File: src/sv/u2i_pkg.sv
package u2i_pkg;

    // Pipeline layout
    localparam int NUM_STAGES = 13;
    localparam int DATE_FIRST = 3;
    localparam int DATE_LAST  = 9;
    localparam int DATE_STAGES = DATE_LAST - DATE_FIRST + 1;
    localparam int HMS_FIRST  = 6;

    localparam int DAYS_W = 22;
    localparam int SOD_W  = 17;
    localparam int YEAR_W = 14;

    // Accepted span: 0000-01-01T00:00:00Z up to 9999-12-31T23:59:59Z
    localparam logic signed [63:0] MIN_SECONDS = -64'sd62167219200;
    localparam logic signed [63:0] MAX_SECONDS = 64'sd253402300799;
    // Seconds from 0000-01-01 to the epoch, a whole number of days
    localparam logic [63:0] SECS_OFFSET = 64'd62167219200;

    localparam int SECS_PER_DAY = 86400;
    localparam int DAY_LOW_BITS = 7;
    localparam int DAY_DIV      = SECS_PER_DAY >> DAY_LOW_BITS;
    localparam int DAYS_PER_ERA = 146097;
    // Days from 0000-01-01 to 0000-03-01 are 60; add one era to stay positive
    localparam int Z_BIAS       = DAYS_PER_ERA - 60;
    localparam int YEARS_PER_ERA = 400;
    localparam int SECS_PER_HOUR = 3600;
    localparam int SECS_PER_MIN  = 60;

    // Floor reciprocal, quotient may come out one low
    localparam int DAY_SHIFT = 41;
    localparam logic [31:0] DAY_RECIP = 32'((64'd1 << DAY_SHIFT) / 64'(DAY_DIV));

    // Ceiling reciprocals, exact over the operand width
    localparam int ERA_SHIFT = 40;
    localparam logic [22:0] ERA_RECIP =
        23'(((64'd1 << ERA_SHIFT) + 64'(DAYS_PER_ERA) - 64'd1) / 64'(DAYS_PER_ERA));
    localparam int S1460 = 29;
    localparam logic [18:0] R1460 = 19'(((64'd1 << S1460) + 64'd1459) / 64'd1460);
    localparam int S36524 = 34;
    localparam logic [18:0] R36524 = 19'(((64'd1 << S36524) + 64'd36523) / 64'd36524);
    localparam int S365 = 27;
    localparam logic [18:0] R365 = 19'(((64'd1 << S365) + 64'd364) / 64'd365);
    localparam int S100 = 16;
    localparam logic [9:0] R100 = 10'(((64'd1 << S100) + 64'd99) / 64'd100);
    localparam int S153 = 19;
    localparam logic [11:0] R153 = 12'(((64'd1 << S153) + 64'd152) / 64'd153);
    localparam int HOUR_SHIFT = 29;
    localparam logic [17:0] HOUR_RECIP =
        18'(((64'd1 << HOUR_SHIFT) + 64'(SECS_PER_HOUR) - 64'd1) / 64'(SECS_PER_HOUR));
    localparam int MIN_SHIFT = 18;
    localparam logic [12:0] MIN_RECIP =
        13'(((64'd1 << MIN_SHIFT) + 64'(SECS_PER_MIN) - 64'd1) / 64'(SECS_PER_MIN));
    localparam int YHI_SHIFT = 21;
    localparam logic [14:0] YHI_RECIP = 15'(((64'd1 << YHI_SHIFT) + 64'd99) / 64'd100);
    localparam int TEN_SHIFT = 11;
    localparam logic [7:0] TEN_RECIP = 8'(((64'd1 << TEN_SHIFT) + 64'd9) / 64'd10);

    localparam logic [7:0] ASCII_ZERO  = 8'h30;
    localparam logic [7:0] ASCII_DASH  = 8'h2D;
    localparam logic [7:0] ASCII_COLON = 8'h3A;
    localparam logic [7:0] ASCII_T     = 8'h54;
    localparam logic [7:0] ASCII_Z     = 8'h5A;

    typedef struct packed {
        logic [4:0] hour;
        logic [5:0] minute;
        logic [5:0] second;
    } hms_t;

    // Day of the March-based year on which each shifted month starts
    function automatic logic [8:0] month_start(input logic [3:0] mp);
        logic [8:0] base;
        unique case (mp)
            4'd0:    base = 9'd0;
            4'd1:    base = 9'd31;
            4'd2:    base = 9'd61;
            4'd3:    base = 9'd92;
            4'd4:    base = 9'd122;
            4'd5:    base = 9'd153;
            4'd6:    base = 9'd184;
            4'd7:    base = 9'd214;
            4'd8:    base = 9'd245;
            4'd9:    base = 9'd275;
            4'd10:   base = 9'd306;
            4'd11:   base = 9'd337;
            default: base = 9'd0;
        endcase
        return base;
    endfunction

    // Two ASCII digits of a value below 100
    function automatic logic [15:0] two_digits(input logic [6:0] v);
        logic [14:0] prod;
        logic [3:0]  tens;
        logic [6:0]  ones;
        prod = 15'(v) * 15'(TEN_RECIP);
        tens = prod[TEN_SHIFT +: 4];
        ones = v - 7'(tens) * 7'd10;
        return {ASCII_ZERO + 8'(tens), ASCII_ZERO + 8'(ones)};
    endfunction

endpackage

File: src/sv/u2i_seconds_if.sv
interface u2i_seconds_if;
    logic               valid;
    logic               ready;
    logic signed [63:0] unix_secs;

    modport source (output valid, output unix_secs, input ready);
    modport sink   (input valid, input unix_secs, output ready);
endinterface

File: src/sv/u2i_result_if.sv
interface u2i_result_if;
    logic        valid;
    logic        ready;
    logic        status;
    logic [13:0] year;
    logic [3:0]  month;
    logic [4:0]  day;
    logic [4:0]  hour;
    logic [5:0]  minute;
    logic [5:0]  second;
    logic [63:0] text_head;
    logic [63:0] text_middle;
    logic [31:0] text_tail;

    modport source (
        output valid, output status, output year, output month, output day,
        output hour, output minute, output second,
        output text_head, output text_middle, output text_tail,
        input ready
    );
    modport sink (
        input valid, input status, input year, input month, input day,
        input hour, input minute, input second,
        input text_head, input text_middle, input text_tail,
        output ready
    );
endinterface

File: src/sv/u2i_date.sv
module u2i_date
    import u2i_pkg::*;
(
    input  logic                   clk,
    input  logic [DATE_STAGES-1:0] load,
    input  logic [DAYS_W-1:0]      days,
    output logic [YEAR_W-1:0]      year,
    output logic [3:0]             month,
    output logic [4:0]             day
);

    // Stage 3: bias into a positive era, take the era
    logic [DAYS_W-1:0] z_reg, z_next;
    logic [4:0]        era3_reg, era3_next;
    logic [44:0]       era_prod;
    // Stage 4: day of era
    logic [17:0]       doe4_reg, doe4_next;
    logic [4:0]        era4_reg;
    logic [DAYS_W-1:0] era_days;
    // Stage 5: leap-corrected day count
    logic [17:0]       t5_reg, t5_next;
    logic [17:0]       doe5_reg;
    logic [4:0]        era5_reg;
    logic [36:0]       p1460, p36524;
    // Stage 6: year of era
    logic [8:0]        yoe6_reg, yoe6_next;
    logic [17:0]       doe6_reg;
    logic [4:0]        era6_reg;
    logic [36:0]       p365;
    // Stage 7: day of the March-based year
    logic [8:0]        doy7_reg, doy7_next;
    logic [8:0]        yoe7_reg;
    logic [4:0]        era7_reg;
    logic [17:0]       c365;
    logic [18:0]       p100;
    // Stage 8: shifted month
    logic [3:0]        mp8_reg, mp8_next;
    logic [8:0]        doy8_reg;
    logic [8:0]        yoe8_reg;
    logic [4:0]        era8_reg;
    logic [10:0]       num153;
    logic [22:0]       p153;
    // Stage 9: calendar fields
    logic [YEAR_W-1:0] year_reg, year_next;
    logic [3:0]        month_reg, month_next;
    logic [4:0]        day_reg, day_next;
    logic [14:0]       year_wide;

    always_comb
    begin
        z_next    = days + DAYS_W'(Z_BIAS);
        era_prod  = 45'(z_next) * 45'(ERA_RECIP);
        era3_next = era_prod[ERA_SHIFT +: 5];

        era_days  = DAYS_W'(era3_reg) * DAYS_W'(DAYS_PER_ERA);
        doe4_next = 18'(z_reg - era_days);

        p1460   = 37'(doe4_reg) * 37'(R1460);
        p36524  = 37'(doe4_reg) * 37'(R36524);
        t5_next = doe4_reg - 18'(p1460[S1460 +: 7]) + 18'(p36524[S36524 +: 3])
                  - 18'(doe4_reg == 18'(DAYS_PER_ERA - 1));

        p365      = 37'(t5_reg) * 37'(R365);
        yoe6_next = p365[S365 +: 9];

        c365      = 18'(yoe6_reg) * 18'd365;
        p100      = 19'(yoe6_reg) * 19'(R100);
        doy7_next = 9'(doe6_reg - (c365 + 18'(yoe6_reg >> 2) - 18'(p100[S100 +: 3])));

        num153   = 11'(doy7_reg) * 11'd5 + 11'd2;
        p153     = 23'(num153) * 23'(R153);
        mp8_next = p153[S153 +: 4];

        day_next   = 5'(doy8_reg - month_start(mp8_reg) + 9'd1);
        month_next = (mp8_reg < 4'd10) ? mp8_reg + 4'd3 : mp8_reg - 4'd9;
        year_wide  = 15'(era8_reg) * 15'(YEARS_PER_ERA) + 15'(yoe8_reg)
                     + 15'(mp8_reg >= 4'd10) - 15'(YEARS_PER_ERA);
        year_next  = year_wide[YEAR_W-1:0];
    end

    always_ff @(posedge clk)
    begin
        if (load[0])
        begin
            z_reg    <= z_next;
            era3_reg <= era3_next;
        end
        if (load[1])
        begin
            doe4_reg <= doe4_next;
            era4_reg <= era3_reg;
        end
        if (load[2])
        begin
            t5_reg   <= t5_next;
            doe5_reg <= doe4_reg;
            era5_reg <= era4_reg;
        end
        if (load[3])
        begin
            yoe6_reg <= yoe6_next;
            doe6_reg <= doe5_reg;
            era6_reg <= era5_reg;
        end
        if (load[4])
        begin
            doy7_reg <= doy7_next;
            yoe7_reg <= yoe6_reg;
            era7_reg <= era6_reg;
        end
        if (load[5])
        begin
            mp8_reg  <= mp8_next;
            doy8_reg <= doy7_reg;
            yoe8_reg <= yoe7_reg;
            era8_reg <= era7_reg;
        end
        if (load[6])
        begin
            year_reg  <= year_next;
            month_reg <= month_next;
            day_reg   <= day_next;
        end
    end

    assign year  = year_reg;
    assign month = month_reg;
    assign day   = day_reg;

endmodule

File: src/sv/unix_seconds_to_iso8601.sv
// Converts a signed 64-bit Unix second count into UTC calendar fields and the
// 20-character ISO 8601 text YYYY-MM-DDTHH:MM:SSZ, packed as ASCII with the
// first character in the top byte of text_head. Negative counts round toward
// minus infinity, so times before 1970 come out right. Counts outside
// 0000-01-01T00:00:00Z .. 9999-12-31T23:59:59Z give status 1 and every other
// result field zero. The block is a 13-stage pipeline: one transfer can be
// accepted every cycle while the output is not stalled. Each stage holds at
// most one item and a stage takes a new one whenever it is empty or the
// stage after it moves on, so a stalled output stops only the stages behind
// it that are full; bubbles collapse and input keeps flowing until the
// pipeline is full. The depth is set by the chain of constant divisions
// (day, era, year, month, digits), each done as a reciprocal multiply with a
// register after it.
module unix_seconds_to_iso8601
    import u2i_pkg::*;
(
    input  logic            clk,
    input  logic            rst_n,
    u2i_seconds_if.sink     seconds,
    u2i_result_if.source    result
);

    // Handshake chain: stage i may load when empty or when stage i+1 loads
    logic [NUM_STAGES-1:0] valid_reg;
    logic [NUM_STAGES:0]   stage_ready;
    logic [NUM_STAGES-1:0] load;

    always_comb
    begin
        stage_ready[NUM_STAGES] = result.ready;
        for (int i = NUM_STAGES - 1; i >= 0; i--)
        begin
            stage_ready[i] = !valid_reg[i] || stage_ready[i+1];
        end
        load[0] = stage_ready[0] && seconds.valid;
        for (int i = 1; i < NUM_STAGES; i++)
        begin
            load[i] = stage_ready[i] && valid_reg[i-1];
        end
    end

    always_ff @(posedge clk or negedge rst_n)
    begin
        if (!rst_n)
        begin
            valid_reg <= '0;
        end
        else
        begin
            if (stage_ready[0])
            begin
                valid_reg[0] <= seconds.valid;
            end
            for (int i = 1; i < NUM_STAGES; i++)
            begin
                if (stage_ready[i])
                begin
                    valid_reg[i] <= valid_reg[i-1];
                end
            end
        end
    end

    assign seconds.ready = stage_ready[0];
    assign result.valid  = valid_reg[NUM_STAGES-1];

    // Status rides along with the item through every stage
    logic status_reg [NUM_STAGES-1];

    // Stage 0: range check, rebase to 0000-01-01 so all later math is unsigned
    logic        status0_next;
    logic [63:0] rebased;
    logic [31:0] x0_reg;
    logic [6:0]  lo7_0_reg;

    // Stage 1: estimate of days = x / 675
    logic [63:0] day_prod;
    logic [22:0] qe1_reg, qe1_next;
    logic [31:0] x1_reg;
    logic [6:0]  lo7_1_reg;

    // Stage 2: correct the estimate, rebuild the second of the day
    logic [31:0]       rem_full;
    logic [10:0]       rem_est;
    logic [DAYS_W-1:0] days2_reg, days2_next;
    logic [SOD_W-1:0]  sod2_reg, sod2_next;

    // Stages 3..6: time of day
    logic [34:0]      hour_prod;
    logic [4:0]       hour3_reg, hour3_next;
    logic [SOD_W-1:0] sod3_reg;
    logic [11:0]      rem4_reg, rem4_next;
    logic [4:0]       hour4_reg;
    logic [24:0]      min_prod;
    logic [5:0]       minute5_reg, minute5_next;
    logic [11:0]      rem5_reg;
    logic [4:0]       hour5_reg;
    hms_t             hms6_next;
    hms_t             hms_reg [HMS_FIRST:NUM_STAGES-2];

    // Stage 9 output of the date core, then year digits
    logic [YEAR_W-1:0] date_year;
    logic [3:0]        date_month;
    logic [4:0]        date_day;
    logic [28:0]       yhi_prod;
    logic [6:0]        yhi10_reg, yhi10_next;
    logic [YEAR_W-1:0] year10_reg;
    logic [3:0]        month10_reg;
    logic [4:0]        day10_reg;
    logic [6:0]        yhi11_reg;
    logic [6:0]        ylo11_reg, ylo11_next;
    logic [YEAR_W-1:0] year11_reg;
    logic [3:0]        month11_reg;
    logic [4:0]        day11_reg;

    // Stage 12: output register
    logic        status_out_reg;
    logic [13:0] year_out_reg,  year_out_next;
    logic [3:0]  month_out_reg, month_out_next;
    logic [4:0]  day_out_reg,   day_out_next;
    hms_t        hms_out_reg,   hms_out_next;
    logic [63:0] head_reg,      head_next;
    logic [63:0] middle_reg,    middle_next;
    logic [31:0] tail_reg,      tail_next;

    always_comb
    begin
        status0_next = (seconds.unix_secs < MIN_SECONDS) ||
                       (seconds.unix_secs > MAX_SECONDS);
        rebased      = $unsigned(seconds.unix_secs) + SECS_OFFSET;

        day_prod = 64'(x0_reg) * 64'(DAY_RECIP);
        qe1_next = day_prod[DAY_SHIFT +: 23];

        // Estimate is exact or one low: one compare and subtract fixes it
        rem_full = x1_reg - 32'(qe1_reg) * 32'(DAY_DIV);
        rem_est  = rem_full[10:0];
        if (rem_est >= 11'(DAY_DIV))
        begin
            days2_next = DAYS_W'(qe1_reg + 23'd1);
            sod2_next  = {10'(rem_est - 11'(DAY_DIV)), lo7_1_reg};
        end
        else
        begin
            days2_next = DAYS_W'(qe1_reg);
            sod2_next  = {rem_est[9:0], lo7_1_reg};
        end

        hour_prod  = 35'(sod2_reg) * 35'(HOUR_RECIP);
        hour3_next = hour_prod[HOUR_SHIFT +: 5];

        rem4_next = 12'(sod3_reg - 17'(hour3_reg) * 17'(SECS_PER_HOUR));

        min_prod     = 25'(rem4_reg) * 25'(MIN_RECIP);
        minute5_next = min_prod[MIN_SHIFT +: 6];

        hms6_next.hour   = hour5_reg;
        hms6_next.minute = minute5_reg;
        hms6_next.second = 6'(rem5_reg - 12'(minute5_reg) * 12'(SECS_PER_MIN));

        yhi_prod   = 29'(date_year) * 29'(YHI_RECIP);
        yhi10_next = yhi_prod[YHI_SHIFT +: 7];

        ylo11_next = 7'(year10_reg - YEAR_W'(yhi10_reg) * YEAR_W'(100));

        // Drop everything but the status for an out-of-range time
        if (status_reg[NUM_STAGES-2])
        begin
            year_out_next  = '0;
            month_out_next = '0;
            day_out_next   = '0;
            hms_out_next   = '0;
            head_next      = '0;
            middle_next    = '0;
            tail_next      = '0;
        end
        else
        begin
            year_out_next  = year11_reg;
            month_out_next = month11_reg;
            day_out_next   = day11_reg;
            hms_out_next   = hms_reg[NUM_STAGES-2];
            head_next      = {two_digits(yhi11_reg), two_digits(ylo11_reg), ASCII_DASH,
                              two_digits(7'(month11_reg)), ASCII_DASH};
            middle_next    = {two_digits(7'(day11_reg)), ASCII_T,
                              two_digits(7'(hms_reg[NUM_STAGES-2].hour)), ASCII_COLON,
                              two_digits(7'(hms_reg[NUM_STAGES-2].minute))};
            tail_next      = {ASCII_COLON, two_digits(7'(hms_reg[NUM_STAGES-2].second)),
                              ASCII_Z};
        end
    end

    u2i_date u_date (
        .clk   (clk),
        .load  (load[DATE_LAST:DATE_FIRST]),
        .days  (days2_reg),
        .year  (date_year),
        .month (date_month),
        .day   (date_day)
    );

    always_ff @(posedge clk)
    begin
        if (load[0])
        begin
            status_reg[0] <= status0_next;
            x0_reg        <= rebased[38:7];
            lo7_0_reg     <= rebased[6:0];
        end
        for (int i = 1; i < NUM_STAGES - 1; i++)
        begin
            if (load[i])
            begin
                status_reg[i] <= status_reg[i-1];
            end
        end
        if (load[1])
        begin
            qe1_reg   <= qe1_next;
            x1_reg    <= x0_reg;
            lo7_1_reg <= lo7_0_reg;
        end
        if (load[2])
        begin
            days2_reg <= days2_next;
            sod2_reg  <= sod2_next;
        end
        if (load[3])
        begin
            hour3_reg <= hour3_next;
            sod3_reg  <= sod2_reg;
        end
        if (load[4])
        begin
            rem4_reg  <= rem4_next;
            hour4_reg <= hour3_reg;
        end
        if (load[5])
        begin
            minute5_reg <= minute5_next;
            rem5_reg    <= rem4_reg;
            hour5_reg   <= hour4_reg;
        end
        if (load[HMS_FIRST])
        begin
            hms_reg[HMS_FIRST] <= hms6_next;
        end
        for (int i = HMS_FIRST + 1; i < NUM_STAGES - 1; i++)
        begin
            if (load[i])
            begin
                hms_reg[i] <= hms_reg[i-1];
            end
        end
        if (load[10])
        begin
            yhi10_reg   <= yhi10_next;
            year10_reg  <= date_year;
            month10_reg <= date_month;
            day10_reg   <= date_day;
        end
        if (load[11])
        begin
            yhi11_reg   <= yhi10_reg;
            ylo11_reg   <= ylo11_next;
            year11_reg  <= year10_reg;
            month11_reg <= month10_reg;
            day11_reg   <= day10_reg;
        end
        if (load[NUM_STAGES-1])
        begin
            status_out_reg <= status_reg[NUM_STAGES-2];
            year_out_reg   <= year_out_next;
            month_out_reg  <= month_out_next;
            day_out_reg    <= day_out_next;
            hms_out_reg    <= hms_out_next;
            head_reg       <= head_next;
            middle_reg     <= middle_next;
            tail_reg       <= tail_next;
        end
    end

    assign result.status      = status_out_reg;
    assign result.year        = year_out_reg;
    assign result.month       = month_out_reg;
    assign result.day         = day_out_reg;
    assign result.hour        = hms_out_reg.hour;
    assign result.minute      = hms_out_reg.minute;
    assign result.second      = hms_out_reg.second;
    assign result.text_head   = head_reg;
    assign result.text_middle = middle_reg;
    assign result.text_tail   = tail_reg;

    // An out-of-range result has zero year, month, day, text head and text tail
    assert property (@(posedge clk) disable iff (!rst_n)
        result.valid && result.status |->
            result.year == '0 && result.month == '0 && result.day == '0 &&
            result.text_head == '0 && result.text_tail == '0)
    else $error("out-of-range result has nonzero fields");

    // A valid date and time stay inside calendar limits
    assert property (@(posedge clk) disable iff (!rst_n)
        result.valid && !result.status |->
            result.month >= 4'd1 && result.month <= 4'd12 &&
            result.day >= 5'd1 && result.day <= 5'd31 &&
            result.hour <= 5'd23 && result.minute <= 6'd59 && result.second <= 6'd59)
    else $error("calendar field out of bounds");

    // The last dash, the T, the Z and the second colon of the text sit where the format puts them
    assert property (@(posedge clk) disable iff (!rst_n)
        result.valid && !result.status |->
            result.text_head[7:0] == ASCII_DASH && result.text_middle[47:40] == ASCII_T &&
            result.text_tail[7:0] == ASCII_Z && result.text_tail[31:24] == ASCII_COLON)
    else $error("text separators misplaced");

    // An empty first stage always takes an input
    assert property (@(posedge clk) disable iff (!rst_n)
        !valid_reg[0] |-> seconds.ready)
    else $error("empty pipeline refused input");

endmodule
File: src/flat_wrapper.sv
// flat-port wrapper written by rule: the top's interface ports become plain ports
module unix_seconds_to_iso8601_flat import u2i_pkg::*;
  (clk, rst_n, seconds_valid, seconds_unix_secs, seconds_ready, result_valid, result_status, result_year, result_month, result_day, result_hour, result_minute, result_second, result_text_head, result_text_middle, result_text_tail, result_ready);
  u2i_seconds_if seconds_i ();
  u2i_result_if result_i ();
  input  logic clk;
  input  logic rst_n;
  input wire logic [$bits(seconds_i.valid)-1:0] seconds_valid;
  input wire logic [$bits(seconds_i.unix_secs)-1:0] seconds_unix_secs;
  output wire logic [$bits(seconds_i.ready)-1:0] seconds_ready;
  output wire logic [$bits(result_i.valid)-1:0] result_valid;
  output wire logic [$bits(result_i.status)-1:0] result_status;
  output wire logic [$bits(result_i.year)-1:0] result_year;
  output wire logic [$bits(result_i.month)-1:0] result_month;
  output wire logic [$bits(result_i.day)-1:0] result_day;
  output wire logic [$bits(result_i.hour)-1:0] result_hour;
  output wire logic [$bits(result_i.minute)-1:0] result_minute;
  output wire logic [$bits(result_i.second)-1:0] result_second;
  output wire logic [$bits(result_i.text_head)-1:0] result_text_head;
  output wire logic [$bits(result_i.text_middle)-1:0] result_text_middle;
  output wire logic [$bits(result_i.text_tail)-1:0] result_text_tail;
  input wire logic [$bits(result_i.ready)-1:0] result_ready;
  assign seconds_i.valid = seconds_valid;
  assign seconds_i.unix_secs = seconds_unix_secs;
  assign seconds_ready = seconds_i.ready;
  assign result_valid = result_i.valid;
  assign result_status = result_i.status;
  assign result_year = result_i.year;
  assign result_month = result_i.month;
  assign result_day = result_i.day;
  assign result_hour = result_i.hour;
  assign result_minute = result_i.minute;
  assign result_second = result_i.second;
  assign result_text_head = result_i.text_head;
  assign result_text_middle = result_i.text_middle;
  assign result_text_tail = result_i.text_tail;
  assign result_i.ready = result_ready;
  unix_seconds_to_iso8601 u_core (.clk(clk), .rst_n(rst_n), .seconds(seconds_i), .result(result_i));
endmodule
File: config.mk
export PLATFORM = sky130hd
export DESIGN_NAME = unix_seconds_to_iso8601_flat
export DESIGN_NICKNAME = d
export VERILOG_FILES = /design/src/sv/u2i_pkg.sv /design/src/sv/u2i_seconds_if.sv /design/src/sv/u2i_result_if.sv /design/src/sv/u2i_date.sv /design/src/sv/unix_seconds_to_iso8601.sv /design/src/flat_wrapper.sv
export SDC_FILE = /design/constraint.sdc
export NUM_CORES = 2
export LEC_CHECK = 0
export ABC_AREA = 1
export BUFFER_PORTS_ARGS = -buffer_cell sky130_fd_sc_hd__buf_2
export CAP_MARGIN = 20
export CORE_MARGIN = 1.5
export CORE_UTILIZATION = 49
export CTS_BUF_LIST = sky130_fd_sc_hd__clkbuf_4
export DETAILED_ROUTE_END_ITERATION = 7
export HOLD_SLACK_MARGIN = 0.06
export PLACE_DENSITY_LB_ADDON = 0.08
export SLEW_MARGIN = 20
export SYNTH_ARGS = -nofsm -noshare
export SYNTH_HDL_FRONTEND = slang
export SYNTH_SLANG_ARGS = --single-unit
export TNS_END_PERCENT = 100
File: constraint.sdc
create_clock -name clk -period 9.9 [get_ports clk]
set_clock_uncertainty 0.15 [all_clocks]
set_input_delay 0 -clock clk [delete_from_list [all_inputs] [get_ports clk]]
set_output_delay 0 -clock clk [all_outputs]
set_load 0.01 [all_outputs]
Word level (Yosys, flattened, before mapping)
Memories as Yosys holds them, arrays and structs flattened. A register that Yosys moved wholly into a read port is not among the register bits.
Index checks and enable logic that the tools add are counted.
- register bits: 619
- latch bits: 0
- bits in writable memories: 114
- memory bits (read-only): 144
- input bits: 68
- output and inout bits: 203
- logic and storage cells: 225
- memories kept: 3
- memory list (memory ; depth ; width ; rd ports ; clocked after memory_dff ; wr ports ; line ; source):
    (no name shown) ; 16 ; 9 ; 1 ; 1 ; 0 ; u2i_pkg.sv:74 ; unique case (mp)
    u_core.hms_reg ; 6 ; 17 ; 6 ; 0 ; 6 ; unix_seconds_to_iso8601.sv:99 ; hms_t hms_reg [HMS_FIRST:NUM_STAGES-2];
    u_core.status_reg ; 12 ; 1 ; 12 ; 0 ; 12 ; unix_seconds_to_iso8601.sv:68 ; logic status_reg [NUM_STAGES-1];
- add/subtract/negate cells: 44
- multipliers: 32
- div/mod/pow operators: 0
- magnitude comparators: 5
- equality and inequality tests: 1
- shifts and indexed selects: 0
- muxes and demuxes: 31
- bitwise gates (word level): 0
- reduce and logical (&&, ||, !) cells: 40
- operators with widths (operator ; number):
    $mul 18x16->33 const B ; 2
    $gt 64x39->1 const B ; 1
    $lt 64x37->1 const B ; 1
    $mul 32x31->63 const B ; 1
    $mux 30 ; 2
    $add 6x7->8 const A ; 7
    $mux 47 ; 1
    $mul 22x22->44 const B ; 1
    $add 39x36->39 const B ; 1
    $mul 18x19->37 const B ; 1
    $mul 17x18->34 const B ; 1
    $mul 7x8->15 const B ; 2
    $mul 6x8->14 const B ; 2
    $mul 14x13->26 const B ; 1
    $mul 5x8->13 const B ; 2
    $mux 1 ; 24
    $mul 11x12->23 const B ; 1
    $mul 12x12->23 const B ; 1
    $mul 23x10->11 const B ; 1
    $add 22x1->22 const B ; 1
    $add 22x18->22 const B ; 1
    $mux 22 ; 1
    $sub 7x7->7 ; 3
    $add 18x3->18 ; 1
    47 further kinds ; 93

Logic depth before layout (Yosys ltp)
- depth after elaboration: 17
- mapped depth: 39

By module
A second synthesis with hierarchy kept.
- cells, all modules: 9229
- area total of the unflattened synthesis: 89757.3 um^2
- by module, submodules not included (module ; instances ; cells an instance ; area an instance (um^2) ; seq. area each (um^2)):
    unix_seconds_to_iso8601 ; 1 ; 5061 ; 50103.1 ; 14138.6
    u2i_date ; 1 ; 4168 ; 39654.3 ; 5205.0

Worst setup path before layout
OpenSTA, ideal clock, no wires.
- path type: flip-flop to flip-flop
- start point: reg u_core.u_date.doe4_reg[8]
- end point: reg u_core.u_date.t5_reg[12], data pin
- setup time: 0.265 ns
- data arrival time: 7.434 ns
- data required time: 9.485 ns
- setup slack: 2.051 ns
- stages on the path, launching flop included: 31
- buffers on the path: 0
- period minus slack after synthesis: 7.849 ns
- path through: edfxtp_1 > ha_1 > fa_1 > inv_1 > fa_1 > inv_1 > fa_1 > fa_1 > inv_1 > fa_1 > inv_1 > ha_1 > a21oi_1 > o21ai_0 > a21oi_1 > nand2_1 > nand2_1 > nand2_1 > xor2_1 > fa_1 > fa_1 > inv_1 > ha_1 > inv_1 > fa_1 > nor2_1 > a211oi_1 > o21ai_0 > a21boi_0 > o21ai_0 > xor2_1
- word-level cells in the longest chain between the ends: 4
- ends and longest elaborated chain (item ; line ; source):
    start: declaration ; u2i_date.sv:17 ; logic [17:0] doe4_reg, doe4_next;
    start signal: assignment ; u2i_date.sv:90 ; doe4_reg <= doe4_next;
    $mul 18x16->33 ; u2i_date.sv:58 ; p1460 = 37'(doe4_reg) * 37'(R1460);
    $sub 18x7->18 ; u2i_date.sv:60 ; t5_next = doe4_reg - 18'(p1460[S1460 +: 7]) + 18'(p36524[S36524 +: 3])
    $add 18x3->18 ; u2i_date.sv:60 ;
    $sub 18x1->18 (*) ; u2i_date.sv:61 ; - 18'(doe4_reg == 18'(DAYS_PER_ERA - 1));
    named net u_core.u_date.t5_next[12] ; u2i_date.sv:21 ; logic [17:0] t5_reg, t5_next;
    end signal: assignment ; u2i_date.sv:95 ; t5_reg <= t5_next;
    end: declaration ; u2i_date.sv:21 ;
Mark *: on every way through the listed nets, which the timed path passes. The rest lies on a longest branch.
A chain may end at the register's enable or synchronous reset.

Worst setup path in the final report
- start point: reg u_core.u_date.doe4_reg[6]
- end point: reg u_core.u_date.t5_reg[12], data pin
Same word-level chain as after synthesis.

==> metrics.csv <==
metric,value,unit
outcome,completed,
clk root buf,clkbuf_4,
CTS tree,built,
critical path data required time,10.58,ns
Worst Path Buf+Inv,6,
"EDFF count, synth",630,
final setup vio count,0,
"delay-heaviest family, CP",adder cells,
"most common cell after layout, fill and taps aside",inv_1,
Worst R2R Path Depth,30,
antenna-violating nets left,0,
Post-CTS Resized,0,
critical path's slowest cell,edfxtp_1,
"slowest stage delay, CP",0.85,ns
top fanout value on the critical path,13,
starting density of the core,49.4,%
CORE AREA,181000,um^2
Die Footprint,185000,um^2
"Area growth, synth to finish",8.35,%
top_reg_cell synth,edfxtp_1,
Rows,156,
Boundary Pins,271,
Max clock buf depth,3,
Reg-to-Reg End,u_core.u_date.t5_reg[12],
max_slew headroom,31.8,%
CP arrival,9.44,ns
Die Wd,430,um
Synth warnings,0,
share of cells above drive strength 1,6.00,%
Slew Limit Fails,0,
cts bufs inserted,177,
synth top area cells,"ha_1 27%, fa_1 24%, edfxtp_1 21%, inv_1 9.6%, nand2_1 4.4%",
vias,61800,
H-tree levels,4,
total of max-cap violations,0,
WL final,220,mm
initial antenna violation count,3,
Setup crit end kind,flop,
Port Buffers,222,
top cell type's share of synthesized area,26.6,%
gpl congestion,0.923,
Overflow after GRT,0,
GRT Resource Usage Total,24.6,%
unrepaired setup endpoints after global routing,false,
# nets final,12700,
flop2flop setup slack,1.14,ns
WL per Instance,18.1,um
Startpoint Class,flop,
hold path depth,0,
cell mode on critical path,fa_1,
WS Path Type,flop to flop,
vias per inst,5.08,
vias in the first global route,66200,
Post-synth ARST share,2.01,%
Largest register FFs,102,
Synth Register Bits,648,
cells after synthesis,9144,
largest net degree at the start of global routing,79,
Final HPWL DP,189,mm
"Reg clk slew, reported paths",0.07,ns
worst slew pin tran,1.02,ns
clk sink count,648,
most frequent cells in the layout,"2277 x inv_1, 1896 x ha_1, 1049 x fa_1, 1040 x nand2_1, 630 x edfxtp_1",
dominant cell type by area after synthesis,ha_1,
Die Ht,430,um
"Seq/Total Area, Yosys",21.7,%
Syn Area/Cell,9.76,um^2
mapped cell area,89200,um^2
# DRC,0,
first-pass GRT wire length,357,mm
setup TNS,0,ns
final hold viol count,0,
clk_lat worst skew,1.12,ns
Synth cell types,52,
drt pass-1 iters,7,
Worst R2R Start,u_core.u_date.doe4_reg[6],
Hold WC Path Type,flop to flop,
Final period util,88.5,%
DR iter-0 viols,2829,
Tmin final,8.76,ns
Fmax,0.114,GHz
hold_sp,u_core.hms_reg[3][11],
Min-Delay Endpoint,u_core.hms_reg[3][28],
cells in the mapped netlist, types with 10 or more instances:
master,number
inv_1,2283
xnor2_1,96
a211oi_1,16
fa_1,1049
o21a_1,23
o211ai_1,20
edfxtp_1,630
o21bai_1,32
nand2_1,1040
nand3b_1,13
ha_1,1896
o21ai_0,216
a21oi_1,405
clkbuf_1,14
dfrtp_1,13
buf_4,92
or2_2,20
a21boi_0,12
xor2_1,196
nor4_1,31
nand3_1,259
and2_1,10
a31oi_1,23
nor2_1,464
a21o_1,43
nor3_1,80
nand4_1,94
kinds of logic (layout without fill, tap and decap cells):
| family | after synthesis | in the layout | synth area share, % |
|---|---|---|---|
| other | 1 | 59 | 0.00420 |
| flip-flops | 648 | 648 | 21.7 |
| XOR/XNOR | 293 | 293 | 2.88 |
| adder cells (fa/ha/maj) | 2945 | 2945 | 50.1 |
| buffers and inverters | 2398 | 2996 | 10.5 |
| AO/OA/AOI/OAI | 821 | 821 | 5.15 |
| AND/OR/NAND/NOR | 2038 | 2038 | 9.65 |
layout make-up:
type	instances	area [um^2]
Fill cell	16700	84100
Multi-Input combinational cell	6145	60800
Sequential cell	648	19300
Inverter	2286	8580
Tap cell	2370	2970
Timing Repair Buffer	401	2790
Clock buffer	235	1760
Clock inverter	74	448
Antenna cell	11	27.5
how the worst max path moves through the flow:
stage	start	to	slack, ns	cells past startpoint
6_report	u_core.u_date.doe4_reg[6]	u_core.u_date.t5_reg[12]	1.14	30
5_1_grt	u_core.u_date.doe4_reg[14]	u_core.u_date.t5_reg[12]	0.59	30
4_1_cts	u_core.u_date.doe4_reg[6]	u_core.u_date.t5_reg[12]	1.14	30
3_5_place_dp	u_core.u_date.doe4_reg[6]	u_core.u_date.t5_reg[12]	1.14	30
3_3_place_gp	u_core.u_date.doe4_reg[6]	u_core.u_date.t5_reg[12]	1.19	30
2_1_floorplan	u_core.u_date.doe4_reg[8]	u_core.u_date.t5_reg[12]	2.05	30
what timing repair did:
item / in CTS / in global routing
hold buffers: 134 / 0
setup buffers: 0 / 0
hold endpoints to repair: 375 / 0
through the flow:
step	hold slack (ns)	worst slack (ns)	std cells	instance area (um^2)	util [%]
final	0.245	1.14	12200	96700	53.5
after global routing	0.176	0.590	12200	96700	53.5
after CTS	0.0916	1.14	12200	96600	53.5
after detailed placement	-0.232	1.14	11700	93100	51.5
after global placement	-0.241	1.19	11700	93100	51.5
after floorplan	-0.446	2.05	9191	89400	-
per-layer routing:
metal | global-route usage, % | wire length (um)
met3 | 2.78 | 7670
met2 | 42.3 | 106000
met1 | 33.4 | 103000
met5 | 0 | 0
met4 | 5.46 | 4240
Power is left out: the tool's default activity adds up to more than one toggle a clock period on the data nets, which glitch-free logic cannot reach.
